`src/ham_planar_pixel_decoder_defines.svh`:
```
// assertion macros shared by the pixel decoder rtl
// no dependencies; included by the files that carry assertions
`ifndef HAM_PLANAR_PIXEL_DECODER_DEFINES_SVH
`define HAM_PLANAR_PIXEL_DECODER_DEFINES_SVH

// same-cycle implication, quiet during reset
`define HPD_ASSERT_NOW(label, clk, rst, ante, cons, msg) \
   label: assert property (@(posedge clk) disable iff (rst) (ante) |-> (cons)) else $error(msg);

// next-cycle implication, quiet during reset
`define HPD_ASSERT_NEXT(label, clk, rst, ante, cons, msg) \
   label: assert property (@(posedge clk) disable iff (rst) (ante) |=> (cons)) else $error(msg);

`endif

```
`src/hpd_pkg.sv`:
```
// types, constants and register codes for the planar pixel decoder
// no dependencies; imported by every module of the block
`default_nettype none

package hpd_pkg;

   localparam int NumPlanes     = 8;
   localparam int PixelsPerItem = 8;
   localparam int PaletteRegs   = 4;
   localparam int PaletteWords  = 16;

   localparam logic [11:0] KeepRgMask = 12'hFF0;
   localparam logic [11:0] KeepGbMask = 12'h0FF;
   localparam logic [11:0] KeepRbMask = 12'hF0F;

   localparam logic [3:0] DepthReset = 4'd6;

   // control nibble actions
   localparam logic [3:0] CtrlLoad  = 4'd0;
   localparam logic [3:0] CtrlBlue  = 4'd1;
   localparam logic [3:0] CtrlRed   = 4'd2;

   typedef enum logic [2:0] {
      RegPlaneDepth = 3'd0,
      RegPalette0   = 3'd1,
      RegPalette1   = 3'd2,
      RegPalette2   = 3'd3,
      RegPalette3   = 3'd4
   } csr_index_type;

   typedef struct packed {
      logic [3:0]        plane_depth;
      logic [3:0][47:0]  palette;
   } cfg_type;

   typedef logic [NumPlanes-1:0][7:0] planes_type;

endpackage

`default_nettype wire

```
`src/hpd_csr.sv`:
```
// configuration registers of the planar pixel decoder: depth and palette
// depends on hpd_pkg
`default_nettype none

module hpd_csr
   import hpd_pkg::*;
(
   input  wire logic        clock,
   input  wire logic        reset,
   input  wire logic        csr_psel,
   input  wire logic        csr_penable,
   input  wire logic        csr_pwrite,
   input  wire logic [5:0]  csr_paddr,
   input  wire logic [63:0] csr_pwdata,
   output logic [63:0]      csr_prdata,
   output logic             csr_pready,
   output cfg_type          cfg
);

   logic [3:0]       depth_ff, depth_in;
   logic [3:0][47:0] palette_ff, palette_in;
   logic             wr_en;
   csr_index_type    idx;

   assign csr_pready = 1'b1;
   assign wr_en      = csr_psel & csr_penable & csr_pwrite;
   assign idx        = csr_index_type'(csr_paddr[5:3]);

   always_comb begin
      depth_in   = depth_ff;
      palette_in = palette_ff;
      if (wr_en) begin
         unique case (idx)
            RegPlaneDepth: depth_in      = csr_pwdata[3:0];
            RegPalette0:   palette_in[0] = csr_pwdata[47:0];
            RegPalette1:   palette_in[1] = csr_pwdata[47:0];
            RegPalette2:   palette_in[2] = csr_pwdata[47:0];
            RegPalette3:   palette_in[3] = csr_pwdata[47:0];
            default:       ;
         endcase
      end
   end

   always_ff @(posedge clock) begin
      if (reset) begin
         depth_ff   <= DepthReset;
         palette_ff <= '0;
      end else begin
         depth_ff   <= depth_in;
         palette_ff <= palette_in;
      end
   end

   always_comb begin
      unique case (idx)
         RegPlaneDepth: csr_prdata = {60'd0, depth_ff};
         RegPalette0:   csr_prdata = {16'd0, palette_ff[0]};
         RegPalette1:   csr_prdata = {16'd0, palette_ff[1]};
         RegPalette2:   csr_prdata = {16'd0, palette_ff[2]};
         RegPalette3:   csr_prdata = {16'd0, palette_ff[3]};
         default:       csr_prdata = '0;
      endcase
   end

   assign cfg.plane_depth = depth_ff;
   assign cfg.palette     = palette_ff;

endmodule

`default_nettype wire

```
`src/hpd_decode.sv`:
```
// one-pixel hold-and-modify decode: code gather, palette/modify, descriptor
// depends on hpd_pkg
`default_nettype none

module hpd_decode
   import hpd_pkg::*;
(
   input  wire planes_type  planes,
   input  wire logic [2:0]  pix_idx,
   input  wire logic [11:0] base_color,
   input  wire cfg_type     cfg,
   output logic [11:0]      rgb,
   output logic [31:0]      descriptor
);

   logic [2:0]  bitpos;
   logic [7:0]  code;
   logic [3:0]  data;
   logic [3:0]  ctrl;
   logic [11:0] pal_color;
   logic [15:0] hi_word;
   logic [PaletteWords-1:0][11:0] pal_words;

   // leftmost pixel sits in bit 7
   assign bitpos = ~pix_idx;

   always_comb begin
      for (int p = 0; p < NumPlanes; p++) begin
         code[p] = planes[p][bitpos];
      end
   end

   assign data = code[3:0];
   assign ctrl = code[7:4];

   always_comb begin
      for (int r = 0; r < PaletteRegs; r++) begin
         for (int e = 0; e < 4; e++) begin
            pal_words[r*4+e] = cfg.palette[r][e*12 +: 12];
         end
      end
   end

   assign pal_color = pal_words[data];

   always_comb begin
      unique case (ctrl)
         CtrlLoad: rgb = pal_color;
         CtrlBlue: rgb = (base_color & KeepRgMask) | {8'd0, data};
         CtrlRed:  rgb = (base_color & KeepGbMask) | {data, 8'd0};
         default:  rgb = (base_color & KeepRbMask) | {4'd0, data, 4'd0};
      endcase
   end

   // red bit i to 4i+3, blue bit i to 4i and 4i+1
   always_comb begin
      hi_word = '0;
      for (int i = 0; i < 4; i++) begin
         hi_word[4*i+3]     = rgb[8+i];
         hi_word[4*i+1]     = rgb[i];
         hi_word[4*i]       = rgb[i];
      end
   end

   assign descriptor = {hi_word, 10'd0, rgb[7:4], 2'd0};

endmodule

`default_nettype wire

```
`src/ham_planar_pixel_decoder.sv`:
```
// Hold-and-modify planar pixel decoder. Each request carries one byte of
// each of eight bitplanes and yields eight pixel results, leftmost first,
// one per cycle on the rsp channel unless rsp_ready stalls; last_of_group
// marks the eighth. A request holds the block until its eighth pixel issues,
// set by the single result register and the held color that each pixel
// feeds to the next. The request register frees as the eighth pixel enters
// the result register, so with rsp_ready held high a new request is taken
// as that pixel issues, with no gap in the output stream. Configuration
// (plane depth and the 16-color palette) sits on a 64-bit APB port, registers at 8*i.
// top level; depends on hpd_pkg, hpd_csr, hpd_decode and the defines header
`default_nettype none

`include "ham_planar_pixel_decoder_defines.svh"

module ham_planar_pixel_decoder
   import hpd_pkg::*;
(
   input  wire logic        clock,
   input  wire logic        reset,
   input  wire logic        req_valid,
   output logic             req_ready,
   input  wire logic [7:0]  req_plane0_byte,
   input  wire logic [7:0]  req_plane1_byte,
   input  wire logic [7:0]  req_plane2_byte,
   input  wire logic [7:0]  req_plane3_byte,
   input  wire logic [7:0]  req_plane4_byte,
   input  wire logic [7:0]  req_plane5_byte,
   input  wire logic [7:0]  req_plane6_byte,
   input  wire logic [7:0]  req_plane7_byte,
   input  wire logic        req_row_start,
   output logic             rsp_valid,
   input  wire logic        rsp_ready,
   output logic [11:0]      rsp_pixel_rgb,
   output logic [31:0]      rsp_texel_descriptor,
   output logic             rsp_last_of_group,
   input  wire logic        csr_psel,
   input  wire logic        csr_penable,
   input  wire logic        csr_pwrite,
   input  wire logic [5:0]  csr_paddr,
   input  wire logic [63:0] csr_pwdata,
   output logic [63:0]      csr_prdata,
   output logic             csr_pready
);

   cfg_type     cfg;
   planes_type  req_planes;
   planes_type  planes_ff, planes_in;
   logic        row_start_ff, row_start_in;
   logic        item_valid_ff, item_valid_in;
   logic [2:0]  pix_cnt_ff, pix_cnt_in;
   logic [11:0] held_color_ff, held_color_in;
   logic        rsp_valid_ff, rsp_valid_in;
   logic [11:0] rsp_rgb_ff, rsp_rgb_in;
   logic [31:0] rsp_desc_ff, rsp_desc_in;
   logic        rsp_last_ff, rsp_last_in;
   logic        issue;
   logic        accept;
   logic        last_pix;
   logic [11:0] base_color;
   logic [11:0] dec_rgb;
   logic [31:0] dec_desc;

   hpd_csr u_csr (
      .clock       (clock),
      .reset       (reset),
      .csr_psel    (csr_psel),
      .csr_penable (csr_penable),
      .csr_pwrite  (csr_pwrite),
      .csr_paddr   (csr_paddr),
      .csr_pwdata  (csr_pwdata),
      .csr_prdata  (csr_prdata),
      .csr_pready  (csr_pready),
      .cfg         (cfg)
   );

   assign req_planes[0] = req_plane0_byte;
   assign req_planes[1] = req_plane1_byte;
   assign req_planes[2] = req_plane2_byte;
   assign req_planes[3] = req_plane3_byte;
   assign req_planes[4] = req_plane4_byte;
   assign req_planes[5] = req_plane5_byte;
   assign req_planes[6] = req_plane6_byte;
   assign req_planes[7] = req_plane7_byte;

   assign issue     = item_valid_ff & (~rsp_valid_ff | rsp_ready);
   assign last_pix  = (pix_cnt_ff == 3'(PixelsPerItem - 1));
   assign req_ready = ~item_valid_ff | (issue & last_pix);
   assign accept    = req_valid & req_ready;

   // row start reloads the held color ahead of the first pixel
   assign base_color = (row_start_ff && pix_cnt_ff == '0) ? cfg.palette[0][11:0]
                                                           : held_color_ff;

   hpd_decode u_decode (
      .planes     (planes_ff),
      .pix_idx    (pix_cnt_ff),
      .base_color (base_color),
      .cfg        (cfg),
      .rgb        (dec_rgb),
      .descriptor (dec_desc)
   );

   always_comb begin
      planes_in     = planes_ff;
      row_start_in  = row_start_ff;
      item_valid_in = item_valid_ff;
      pix_cnt_in    = pix_cnt_ff;
      held_color_in = held_color_ff;
      rsp_valid_in  = rsp_valid_ff;
      rsp_rgb_in    = rsp_rgb_ff;
      rsp_desc_in   = rsp_desc_ff;
      rsp_last_in   = rsp_last_ff;

      if (rsp_valid_ff && rsp_ready) begin
         rsp_valid_in = 1'b0;
      end

      if (issue) begin
         rsp_valid_in  = 1'b1;
         rsp_rgb_in    = dec_rgb;
         rsp_desc_in   = dec_desc;
         rsp_last_in   = last_pix;
         held_color_in = dec_rgb;
         pix_cnt_in    = pix_cnt_ff + 3'd1;
         if (last_pix) begin
            item_valid_in = 1'b0;
         end
      end

      if (accept) begin
         item_valid_in = 1'b1;
         pix_cnt_in    = '0;
         row_start_in  = req_row_start;
         // planes at or above the depth read as zero
         for (int p = 0; p < NumPlanes; p++) begin
            planes_in[p] = ({1'b0, 3'(p)} < cfg.plane_depth) ? req_planes[p] : 8'd0;
         end
      end
   end

   always_ff @(posedge clock) begin
      if (reset) begin
         item_valid_ff <= 1'b0;
         pix_cnt_ff    <= '0;
         held_color_ff <= '0;
         rsp_valid_ff  <= 1'b0;
      end else begin
         item_valid_ff <= item_valid_in;
         pix_cnt_ff    <= pix_cnt_in;
         held_color_ff <= held_color_in;
         rsp_valid_ff  <= rsp_valid_in;
      end
   end

   always_ff @(posedge clock) begin
      planes_ff    <= planes_in;
      row_start_ff <= row_start_in;
      rsp_rgb_ff   <= rsp_rgb_in;
      rsp_desc_ff  <= rsp_desc_in;
      rsp_last_ff  <= rsp_last_in;
   end

   assign rsp_valid            = rsp_valid_ff;
   assign rsp_pixel_rgb        = rsp_rgb_ff;
   assign rsp_texel_descriptor = rsp_desc_ff;
   assign rsp_last_of_group    = rsp_last_ff;

   `HPD_ASSERT_NOW(a_idle_count_zero, clock, reset, !item_valid_ff, pix_cnt_ff == '0, "pixel count not zero while no request held")
   `HPD_ASSERT_NEXT(a_accept_starts, clock, reset, accept, item_valid_ff && pix_cnt_ff == '0, "accepted request does not start at pixel zero")
   `HPD_ASSERT_NEXT(a_last_marked, clock, reset, issue && last_pix, rsp_valid_ff && rsp_last_ff, "eighth pixel not marked last")
   `HPD_ASSERT_NEXT(a_held_tracks, clock, reset, issue, held_color_ff == rsp_rgb_ff, "held color differs from last issued pixel")

endmodule

`default_nettype wire
```
`config.mk`:
```
export PLATFORM = sky130hd
export DESIGN_NAME = ham_planar_pixel_decoder
export DESIGN_NICKNAME = d
export VERILOG_FILES = /design/src/hpd_pkg.sv /design/src/hpd_csr.sv /design/src/hpd_decode.sv /design/src/ham_planar_pixel_decoder.sv
export VERILOG_INCLUDE_DIRS = /design/src /design/src/src
export SDC_FILE = /design/constraint.sdc
export NUM_CORES = 1
export LEC_CHECK = 0
export ABC_AREA = 1
export BUFFER_PORTS_ARGS = -buffer_cell sky130_fd_sc_hd__buf_2
export CAP_MARGIN = 5
export CORE_UTILIZATION = 41
export CTS_CLUSTER_DIAMETER = 50
export DETAILED_ROUTE_END_ITERATION = 10
export HOLD_SLACK_MARGIN = 0.02
export PLACE_DENSITY = 0.62
export SLEW_MARGIN = 25
export SYNTH_ARGS = -nofsm -noshare
export SYNTH_HDL_FRONTEND = slang
export SYNTH_SLANG_ARGS = --single-unit
```
`constraint.sdc`:
```
create_clock -name clock -period 4.6 [get_ports clock]
set_input_delay 1.38 -clock clock [delete_from_list [all_inputs] [get_ports clock]]
set_output_delay 1.38 -clock clock [all_outputs]
set_load 0.05 [all_outputs]
```
== Word level (Yosys, flattened, before mapping) ==
Index checks and enable logic that the tools add are counted.

* Register bits after elaboration: 307
* Bits of input ports: 142
* Output and inout port bits: 112

* Add/sub/neg operators: 1
* Magnitude comparators: 10
* Eq/ne operators: 7
* Multiplexer cells: 26
* Bitwise logic cells: 13
* Reduce and logical (&&, ||, !) cells: 15

{| class="wikitable"
|+ Operators by type and width
! cell !! number
|-
| one-hot mux 48 bit (5 select lines) || 1
|-
| binary-select mux 12 bit (select 4 bit) || 1
|-
| one-hot mux 12 bit (3 select lines) || 1
|-
| binary-select mux 1 bit (select 3 bit) || 8
|-
| 2-to-1 mux 12 bit || 2
|-
| < comparator 3 x 4 -> 1 bit, first input constant || 4
|-
| 2-to-1 mux 1 bit || 13
|-
| OR 12 x 4 -> 12 bit || 1
|-
| OR 12 x 8 -> 12 bit || 1
|-
| OR 8 x 12 -> 12 bit || 1
|-
| AND reduction 2 bit || 6
|-
| < comparator 1 x 4 -> 1 bit, first input constant || 2
|-
| < comparator 2 x 4 -> 1 bit, first input constant || 2
|-
| equality test 3 x 2 -> 1 bit, second input constant || 2
|-
| equality test 3 bit, second input constant || 2
|-
| logical NOT 3 bit || 2
|-
| nonzero test 2 bit || 3
|-
| AND 1 bit || 5
|-
| < comparator 4 x 5 -> 1 bit, second input constant || 1
|-
| equality test 4 x 1 -> 1 bit, second input constant || 1
|-
| equality test 4 x 2 -> 1 bit, second input constant || 1
|-
| logical NOT 4 bit || 1
|-
| < comparator 3 x 4 -> 1 bit, second input constant || 1
|-
| adder 3 x 1 -> 3 bit, second input constant || 1
|-
| 6 further kinds || 9
|}

== Longest topological paths before layout ==
* Word-level depth: 8
* Mapped depth: 16

== By module ==
From an unflattened synthesis, not the netlist that was laid out.

* Cell total of the unflattened synthesis: 2645
* Area, all modules: 17586.9 um^2

{| class="wikitable"
|+ Modules (own cells, without submodules)
! module !! times used !! cells each !! area each (um^2) !! seq. area each (um^2)
|-
| hpd_csr || 1 || 1604 || 9694.3 || 3923.8
|-
| ham_planar_pixel_decoder || 1 || 382 || 4728.3 || 3643.5
|-
| hpd_decode || 1 || 659 || 3164.3 || 0.0
|}

== Least setup slack after synthesis ==
Ideal clock, no wire load.

* Path type: in2reg
* From: input rsp_ready
* To: register planes_ff[0] in the netlist's numbering (enable)
* Arrival time: 4.304 ns
* Required time: 4.112 ns
* Path slack: -0.192 ns
* Cell stages on the path: 4
* Path buffers: 0
* Cell sequence: inv_1 nand2_1 a21oi_1 nor2_1

* Cells in the longest elaborated chain, start to end: 5

{| class="wikitable"
|+ Ends and longest elaborated chain
! item !! RTL line !! text
|-
| from (decl) || ham_planar_pixel_decoder.sv:32 || <nowiki>input wire logic rsp_ready,</nowiki>
|-
| OR 1 bit || ham_planar_pixel_decoder.sv:85 || <nowiki>assign issue = item_valid_ff & (~rsp_valid_ff | rsp_ready);</nowiki>
|-
| AND 1 bit || ham_planar_pixel_decoder.sv:85 ||
|-
| AND 1 bit || ham_planar_pixel_decoder.sv:87 || <nowiki>assign req_ready = ~item_valid_ff | (issue & last_pix);</nowiki>
|-
| OR 1 bit || ham_planar_pixel_decoder.sv:87 ||
|-
| AND 1 bit || ham_planar_pixel_decoder.sv:88 || <nowiki>assign accept = req_valid & req_ready;</nowiki>
|-
| via accept || ham_planar_pixel_decoder.sv:57 || <nowiki>logic accept;</nowiki>
|-
| to (signal assigned) || ham_planar_pixel_decoder.sv:156 || <nowiki>planes_ff <= planes_in;</nowiki>
|-
| to (decl) || ham_planar_pixel_decoder.sv:47 || <nowiki>planes_type planes_ff, planes_in;</nowiki>
|}

The timed path passes the listed nets, and every way through them passes these cells.
A chain may end at the register's enable or synchronous reset.

== Final worst setup path ==
* From: input csr_paddr[3]
* To: output csr_prdata[45]

* Cells in the longest elaborated chain, start to end: 2
* Elaborated cells on any way between the ends: 6

{| class="wikitable"
|+ Ends and longest elaborated chain
! item !! RTL line !! text
|-
| from (decl) || ham_planar_pixel_decoder.sv:39 || <nowiki>input wire logic [5:0] csr_paddr,</nowiki>
|-
| equality test 3 bit, or another cell as far along || hpd_csr.sv:55 || <nowiki>unique case (idx)</nowiki>
|-
| one-hot mux 48 bit (5 select lines) * || hpd_csr.sv:55 ||
|-
| to (decl) || ham_planar_pixel_decoder.sv:41 || <nowiki>output logic [63:0] csr_prdata,</nowiki>
|}

Every way passes the cells marked *; elsewhere a longest branch is shown, timed or not.

==> results_dict.tcl <==
set metrics [dict create \
    vias 14674 \
    ir_drop_uv 247 \
    p_total_uw 6400 \
    dieArea_um2 37000 \
    cts_buffers 37 \
    nNetsFinal 2393 \
    period_share 0.940 \
    postCtsSetupBuffers 0 \
    clock_sinks 291 \
    highest_layer "met5" \
    wl_mm 51.9 \
    port_buffers 201 \
    worstSetupStartpointType "primary input" \
    r2r-end "rsp_pixel_rgb[9]" \
    hold_viol_final 0 \
    r2r_slack_ns 1.29 \
    first_pass_iters 5 \
    async_flop_share 0 \
    synth_area_um2 14800 \
    fillerInstances 3708 \
    layout_commonest_cell "nor2_1" \
    fin_skew_ns 0.0245 \
    ff_latch_area_um2 6610 \
    max_stage_delay_ns 0.37 \
    die_y_um 192 \
    drv_slew 0 \
    final_cell_area_um2 17100 \
    synth_cells 2137 \
    start_util 0.417 \
    min_from "item_valid_ff" \
    routedWlPerCell_um 18.9 \
    grt_first_pass_wirelength_mm 78.6 \
    worstMarginPinSlew_ns 0.968 \
    critPathMaxFanout 18 \
    wl_met1_mm 21.6 \
    holdCritPathClass "register to register" \
    cts.reportedPaths.clkPinSlew_ns 0.06 \
    root_buffer "clkbuf_16" \
    postLayoutCoreUtil 0.480 \
    power_leakage_uw 0.00731 \
    globalRouteOverflowTotal 0 \
    core_um2 35600 \
    drtAntennaViolNets 0 \
    track_usage 0.281 \
    hold_slack_ns 0.481 \
    synth_edf_count 78 \
    grt_pass1_vias 13537 \
    die-width_um 192 \
    rsz0062_at_grt "false" \
    slew_headroom 0.350 \
    timing.fmax_ghz 0.231 \
    area_growth_pct 15.1 \
    antenna_found_initial 6 \
    cts_resized 0 \
    cts-hold-fix-buffers 0 \
    cts_tree "built" \
    tns_ns 0 \
    drc 0 \
    final_cell_mix "452 x nor2_1, 395 x nand2_1, 304 x nand3_1, 219 x o21ai_0, 213 x dfxtp_1" \
    clockBufferDepth 3 \
    setup.worst_path.class "primary input to output pin" \
    vias_per_cell 5.35 \
    maxCapViolations 0 \
    outcome "finished clean" \
    dpl_cell_area_um2 15900 \
    synthDistinctLibCells 34 \
    crit_arrival_ns 2.95 \
    post-dp-hpwl_mm 34.1 \
    cpMostUsedCell "buf_2" \
    htree_levels 2 \
    ys_seq_elements 291 \
    layout-drive-gt1-share 0.138 \
    p_per_area_nw_per_um2 375 \
    final.min_clock_period_ns 4.33 \
    globalplace.congestion 0.919 \
    multi_input_area_um2 6790 \
    wl_met2_mm 23.0 \
    cp_slowest_cell "buf_2" \
    crit_chain "buf_2, inv_1, nor3_2, buf_12, buf_4, nand2_1, o2111ai_1, buf_2" \
    ys_seq_area_frac 0.445 \
    min_path_cells 2 \
    hold_end "rsp_valid" \
    ys.warnings.count 0 \
    rows 69 \
    ff2ff_path_depth 12 \
    synth.avg_cell_area_um2 6.94 \
    synth_ff_type "dfxtp_1" \
    grt_start_max_net_pins 195 \
    wl_met3_mm 5.06 \
    rr_startpoint "pix_cnt_ff[0]" \
    setup_viol 0 \
    drtIter0Drc 1442 \
    pin_count 254 \
    endpoint_kind "output pin" \
    worst_skew_pair.late_latency_ns 0.53 \
    crit_required_ns 3.22 \
]
[cells in the mapped netlist, types with 11 or more instances]
| master | instances | share of area |
|---|---|---|
| nor2_1 | 454 | 0.11 |
| nand2_1 | 395 | 0.10 |
| nand3_1 | 304 | 0.10 |
| o21ai_0 | 219 | 0.074 |
| dfxtp_1 | 213 | 0.29 |
| inv_1 | 145 | 0.037 |
| clkbuf_1 | 84 | 0.021 |
| edfxtp_1 | 78 | 0.16 |
| buf_4 | 60 | 0.030 |
| nand4_1 | 37 | 0.016 |
| a21oi_1 | 36 | 0.012 |
| buf_2 | 36 | 0.012 |
| o21ai_1 | 11 | 0.0037 |
[registers in the layout, indices dropped and copies added (netlist names)]
register,flops
row_start_ff,1
rsp_last_of_group,1
item_valid_ff,1
u_csr.cfg,192
rsp_pixel_rgb,12
planes_ff,64
rsp_valid,1
held_color_ff,12
u_csr.depth_ff,4
pix_cnt_ff,3
[cell type report]
| type | instances | share of cell area |
|---|---|---|
| multi-input cells | 1533 | 0.398 |
| clock inverters | 16 | 0.00549 |
| flip-flops and latches | 291 | 0.387 |
| clock buffers | 51 | 0.0615 |
| inverters | 151 | 0.0333 |
| diodes | 4 | 0.000586 |
| well taps | 461 | 0.0338 |
| repair buffers | 234 | 0.0810 |
[stage by stage]
step / worst slack (ns) / cells
global placement: 0.299 / 2670
detailed placement: 0.300 / 2670
floorplan: 0.432 / 2168
finish: 0.275 / 2741
CTS: 0.298 / 2737
global route: 0.176 / 2739
[metal layers]
metal	vias to the layer above	GRT usage
li1	7099	-
met4	4	0.121
met2	680	0.433
met3	109	0.0722
met1	6782	0.369
met5	-	0.0165
[report_power, final]
group          switching (uW)  internal [uW]  total (uW)
clock network            1130           1600        2740
logic                     678            235         913
registers                34.5           2720        2750
total                    1850           4560        6400
[worst max-delay path by stage]
stage	startpoint	end	slack, ns	depth (start not counted)
2_1_floorplan	csr_paddr[3]	csr_prdata[1]	0.43	3
3_3_place_gp	csr_paddr[3]	csr_prdata[45]	0.30	8
3_5_place_dp	csr_paddr[3]	csr_prdata[45]	0.30	8
4_1_cts	csr_paddr[3]	csr_prdata[45]	0.30	8
5_1_grt	csr_paddr[4]	csr_prdata[36]	0.18	8
6_report	csr_paddr[3]	csr_prdata[45]	0.27	8
[worst max-delay path, delay by kind of cell]
family | cells | cell delay, ns
AO/OA/AOI/OAI | 1 | 0.22
buffers and inverters | 5 | 1.02
AND/OR/NAND/NOR | 2 | 0.30
[kinds of logic after synthesis]
| kind of cell | count (synthesis) | share of synthesized area |
|---|---|---|
| buffers and inverters | 344 | 0.107 |
| AO/OA/AOI/OAI | 289 | 0.103 |
| AND/OR/NAND/NOR | 1208 | 0.342 |
| flip-flops | 291 | 0.445 |
| adder cells (fa/ha/maj) | 3 | 0.00253 |
| other | 2 | 0.000506 |
No activity file was read; power rests on OpenSTA's default activity.
